==> src/lzc_pkg.sv <==
// Shared types, constants and CRC function for the LZ window expander.
`default_nettype none
package lzc_pkg;
	localparam logic [33:0] LIMIT_RESET = 34'h280000000;
	localparam logic [31:0] CRC_POLY = 32'hEDB88320;
	localparam logic [31:0] CRC_ALL_ONES = 32'hFFFFFFFF;
	localparam logic [9:0] SYM_END = 10'd256;
	localparam logic [9:0] SYM_MAX = 10'd512;
	localparam logic [9:0] LEN_BIAS = 10'd254;

	localparam logic [1:0] ST_OK = 2'd0;
	localparam logic [1:0] ST_BAD_DIST = 2'd1;
	localparam logic [1:0] ST_LIMIT = 2'd2;
	localparam logic [1:0] ST_CRC = 2'd3;

	localparam logic [1:0] ACT_NONE = 2'd0;
	localparam logic [1:0] ACT_ONE = 2'd1;
	localparam logic [1:0] ACT_MATCH = 2'd2;

	typedef struct packed {
		logic latch;
		logic single;
		logic start;
		logic rd;
		logic wr;
		logic emit;
	} lzc_cmd_t;

	typedef struct packed {
		logic [1:0] act;
		logic out_free;
		logic lane_done;
		logic rem_zero;
	} lzc_sts_t;

	function automatic logic [31:0] crc_byte(input logic [31:0] crc, input logic [7:0] b);
		logic [31:0] c;
		c = (crc ^ CRC_ALL_ONES) ^ {24'd0, b};
		for (int i = 0; i < 8; i++) begin
			c = c[0] ? (CRC_POLY ^ (c >> 1)) : (c >> 1);
		end
		return c ^ CRC_ALL_ONES;
	endfunction
endpackage
`default_nettype wire

==> src/lzc_ctrl.sv <==
// Controller state machine for the LZ window expander.
`default_nettype none
module lzc_ctrl (
	input  wire logic            clk,
	input  wire logic            arst_n,
	input  wire logic            in_valid,
	output logic                 in_stall,
	input  wire lzc_pkg::lzc_sts_t sts,
	output lzc_pkg::lzc_cmd_t    cmd
);
	import lzc_pkg::*;

	localparam logic [2:0] S_IDLE = 3'd0;
	localparam logic [2:0] S_DECIDE = 3'd1;
	localparam logic [2:0] S_RD = 3'd2;
	localparam logic [2:0] S_WR = 3'd3;
	localparam logic [2:0] S_EMIT = 3'd4;

	logic [2:0] state_q, state_d;

	always_ff @(posedge clk or negedge arst_n) begin
		if (!arst_n) begin
			state_q <= S_IDLE;
		end else begin
			state_q <= state_d;
		end
	end

	assign in_stall = (state_q != S_IDLE);

	always_comb begin
		state_d = state_q;
		cmd = '0;
		case (state_q)
			S_IDLE: begin
				if (in_valid) begin
					cmd.latch = 1'b1;
					state_d = S_DECIDE;
				end
			end
			S_DECIDE: begin
				case (sts.act)
					ACT_NONE: state_d = S_IDLE;
					ACT_ONE: begin
						if (sts.out_free) begin
							cmd.single = 1'b1;
							state_d = S_IDLE;
						end
					end
					ACT_MATCH: begin
						cmd.start = 1'b1;
						state_d = S_RD;
					end
					default: state_d = S_IDLE;
				endcase
			end
			S_RD: begin
				cmd.rd = 1'b1;
				state_d = S_WR;
			end
			S_WR: begin
				cmd.wr = 1'b1;
				state_d = sts.lane_done ? S_EMIT : S_RD;
			end
			S_EMIT: begin
				if (sts.out_free) begin
					cmd.emit = 1'b1;
					state_d = sts.rem_zero ? S_IDLE : S_RD;
				end
			end
			default: state_d = S_IDLE;
		endcase
	end
endmodule
`default_nettype wire

==> config.mk <==
export PLATFORM = sky130hd
export DESIGN_NAME = lzc_ctrl
export DESIGN_NICKNAME = d
export VERILOG_FILES = /design/src/lzc_pkg.sv /design/src/lzc_ctrl.sv
export SDC_FILE = /design/constraint.sdc
export NUM_CORES = 1
export LEC_CHECK = 0
export BUFFER_PORTS_ARGS = -buffer_cell sky130_fd_sc_hd__buf_4
export CORE_AREA = 5 5 42 44
export DETAILED_ROUTE_END_ITERATION = 16
export DIE_AREA = 0 0 47 49
export PLACE_DENSITY = 0.55
export RECOVER_POWER = 50
export SLEW_MARGIN = 20
export SYNTH_ARGS = -nofsm -noshare
export SYNTH_HDL_FRONTEND = slang
export SYNTH_SLANG_ARGS = --single-unit
export TNS_END_PERCENT = 20
==> constraint.sdc <==
create_clock -name clk -period 1.86 [get_ports clk]
set_input_delay 0.093 -clock clk [delete_from_list [all_inputs] [get_ports clk]]
set_output_delay 0.093 -clock clk [all_outputs]
set_load 0.01 [all_outputs]
== Word level (Yosys, flattened, before mapping) ==
Cells that the tools add are included.

* Register bits after elaboration: 3
* Bits of input ports: 8
* Output and inout port bits: 7
* Logic and storage cells: 29

* Eq/ne operators: 9
* Muxes and demuxes: 16
* Reduce and logical (&&, ||, !) cells: 3

{| class="wikitable"
|+ Operators by type and width
! operator !! number
|-
| case mux 3 bit (5 select lines) || 1
|-
| two-way mux 3 bit || 4
|-
| two-way mux 1 bit || 8
|-
| equality test 3 x 2 -> 1 bit (second input constant) || 2
|-
| case mux 3 bit (2 select lines) || 1
|-
| two-way mux 2 bit || 2
|-
| inequality test 2 bit (second input constant) || 2
|-
| equality test 3 x 1 -> 1 bit (second input constant) || 1
|-
| equality test 3 bit (second input constant) || 1
|-
| logical NOT 3 bit || 1
|-
| inequality test 3 bit (second input constant) || 1
|-
| AND reduction 3 bit || 1
|-
| nonzero test 3 bit || 1
|-
| equality test 2 x 1 -> 1 bit (second input constant) || 1
|-
| equality test 2 bit (second input constant) || 1
|}

== Depth between registers and ports, before layout ==
* Depth after elaboration: 3
* Mapped depth: 4
* Mapped depth without buffers: 3

== Least setup slack after synthesis ==
No wires, ideal clock.

* Path type: register to output
* From: register state_q[1]
* To: output cmd[5] (netlist bit)
* Arrival time: 1106 ps
* Required time: 1767 ps
* Slack: 661 ps
* Cell stages (with the launch flop): 4
* Path buffers: 1
* Path through: dfrtp_1 > buf_2 > or3_1 > nor2_1

{| class="wikitable"
|+ RTL lines
! what !! line !! RTL
|-
| start, declared || lzc_ctrl.sv:19 || <nowiki>logic [2:0] state_q, state_d;</nowiki>
|-
| start signal, assigned || lzc_ctrl.sv:25 || <nowiki>state_q <= state_d;</nowiki>
|-
| end, declared || lzc_ctrl.sv:9 || <nowiki>output lzc_pkg::lzc_cmd_t cmd</nowiki>
|}

==> flow_metrics.tcl <==
set metrics [dict create \
    tightest_slew_ns 0.3666 \
    relSlewSlack 0.7493 \
    fin_nets 59 \
    rsz0062_at_grt "no" \
    hold_class "input pin to flop" \
    gp_congestion 0.6997 \
    row_count 14 \
    clk_path_buf_depth 2 \
    ff2ff_path_depth 2 \
    p_clk_frac 0.228 \
    slowest_stage "dfrtp_1" \
    cap_violations 0 \
    seq_area_frac_synth 0.2703 \
    dpl_cell_area_um2 392.9 \
    drcViolationCount 0 \
    period_needed_ns 1.502 \
    worstSetupStartpointType "flop" \
    p_seq_frac 0.317 \
    crit_required_ns 1.77 \
    rr_startpoint "state_q[1]" \
    start_util 0.1982 \
    status "complete, no violations" \
    worstPathMaxFanout 8 \
    reg2reg_to "state_q[0]" \
    avgSynthCellArea_um2 8.417 \
    antenna_found_initial 0 \
    arrival_ns 1.41 \
    crit_chain "inv_1 -> nand2_1 -> nor4b_1 -> buf_4" \
    finalCritPeriodShare 0.8073 \
    swShare 0.4149 \
    largest_registers "state_q: 3 flops" \
    cts_tree "built" \
    setup-tns-final_ns 0 \
    synth.largest_area_cell "dfrtp_1" \
    worstHoldEndpoint "state_q[1]" \
    ir_worst_vdd_mv 0.3446 \
    setup_violations 0 \
    fin_area_um2 417.9 \
    leakage_nw 0.1900 \
    largest_reg_flops 3 \
    internal_power_mw 0.3038 \
    cts_sinks 3 \
    clock-root-buffer "clkbuf_4" \
    hold_viol 0 \
    antenna_cells 0 \
    place_hpwl_um 531.8 \
    grt_first_pass_wirelength_mm 1.186 \
    synth_area_leaders "dfrtp_1, nor4b_1, nor3b_1, nor4b_2, nor2b_1" \
    yosysWarnings 0 \
    power-per-cell-area_nw_per_um2 1243 \
    hold_depth 2 \
    top_register "state_q" \
    hp-start "sts[3]" \
    cts_setup_buffers 0 \
    drt-initial-drc-count 1 \
    die-area_um2 2303 \
    slowest_delay_ns 0.44 \
    dp.cells 61 \
    final_cell_mix "buf_4, clkbuf_1, clkbuf_4, dfrtp_1" \
    die_w_um 47 \
    syn-num-nets 41 \
    first_pass_iters 4 \
    port_buffers 14 \
    holdWs_ns 0.08563 \
    power.total_mw 0.5192 \
    syn_area_um2 277.8 \
    cts-buffers-inserted 3 \
    cts.reportedPaths.clkPinSlew_ns 0.03 \
    insertion_delay_ns 0.24 \
    critPathKind "flop to output pin" \
    die_h_um 49 \
    drv_slew 0 \
    synthDistinctLibCells 24 \
    final_cells 66 \
    power_switching_mw 0.2154 \
    reg2reg_slack_ns 0.47 \
    io_pins 15 \
    ys_ff_latch 3 \
    grt_max_degree 16 \
    routedWlPerCell_um 10.88 \
    synth_top_area_frac 0.2703 \
    fmax_mhz 666.0 \
    drive_gt1_frac 0.3000 \
    comb_power_share 0.455 \
    areaGrowthSynthToFinish_pct 50.45 \
    vias_per_cell 4.727 \
    num_vias 312 \
    coreArea_um2 1401 \
    syn_inst 33 \
    endpoint_kind "output pin" \
    ant_nets 0 \
    htree_levels 1 \
    grt-ovfl-total 0 \
    grt_pass1_vias 312 \
    final_common_cell "buf_4" \
    drt_wl_total_um 718 \
    track_usage 0.07470 \
    skew_ns 0.003286 \
]
## synthesized netlist by cell type
| library cell | count |
|---|---|
| a2111oi_0 | 1 |
| a211oi_1 | 1 |
| a21o_1 | 1 |
| a21oi_1 | 1 |
| a221oi_1 | 1 |
| and2_1 | 1 |
| and3_1 | 1 |
| and3b_1 | 1 |
| buf_2 | 2 |
| dfrtp_1 | 3 |
| inv_1 | 2 |
| nand2_1 | 2 |
| nand4bb_1 | 1 |
| nor2_1 | 2 |
| nor2b_1 | 2 |
| nor3_1 | 1 |
| nor3b_1 | 2 |
| nor4_1 | 1 |
| nor4b_1 | 2 |
| nor4b_2 | 1 |
| o21ai_0 | 1 |
| o21bai_1 | 1 |
| or3_1 | 1 |
| or4b_1 | 1 |
## kinds of logic (layout without fill, tap and decap cells)
kind of cell    count (synthesis)  in the layout  synth area share
buf+inv                         4             21           0.06307
compound gates                  7              7            0.1802
simple gates                   19             19            0.4865
flops                           3              3            0.2703
## per-layer routing
metal  global-route usage  vias to the layer above  wire [um]
li1                     -                      159          -
met1              0.08150                      139        338
met2              0.09955                       12        300
met3              0.03690                        2         60
met4              0.06912                        0         19
met5                    0                        -          0
## how the worst max path moves through the flow
stage | start | end | depth (start not counted)
detailed placement | state_q[1] | state_q[0] | 2
global placement | state_q[1] | state_q[0] | 2
finish | state_q[2] | cmd[3] | 4
CTS | state_q[2] | cmd[3] | 4
global route | state_q[2] | cmd[3] | 4
floorplan | state_q[1] | cmd[5] | 3
## metrics by stage
stage,utilization,worst slack [ns]
2_1_floorplan,-,0.6606
3_3_place_gp,0.2804,0.5005
3_5_place_dp,0.2804,0.4807
6_report,0.2982,0.3585
5_1_grt,0.2982,0.1989
4_1_cts,0.3063,0.3487
## cell type report
type	count	area [um^2]
Sequential cell	3	75.07
Timing Repair Buffer	15	103.9
Clock buffer	4	26.28
Fill cell	163	983.4
Tap cell	16	20.02
Inverter	2	7.507
Multi-Input combinational cell	26	185.2
## power by group through the flow
stage                     logic (mW)  registers (mW)  clock network [mW]
after floorplan                0.198           0.112                   0
after global placement         0.242           0.164                   0
after detailed placement       0.243           0.164                   0
after CTS                      0.245           0.163               0.119
after global routing           0.264           0.174               0.135
final                          0.236           0.165               0.118
## worst max-delay path, delay by kind of cell, from the launching register on
| family | cells | cell delay, ns |
|---|---|---|
| buf+inv | 2 | 0.34 |
| simple gates | 2 | 0.39 |
| flops | 1 | 0.44 |
## repair_timing
action / CTS / global route
gates resized for setup: 0 / 0
endpoints found under the hold margin: 3 / 0
hold buffers: 1 / 0
Power figures use the tool's default switching activity.
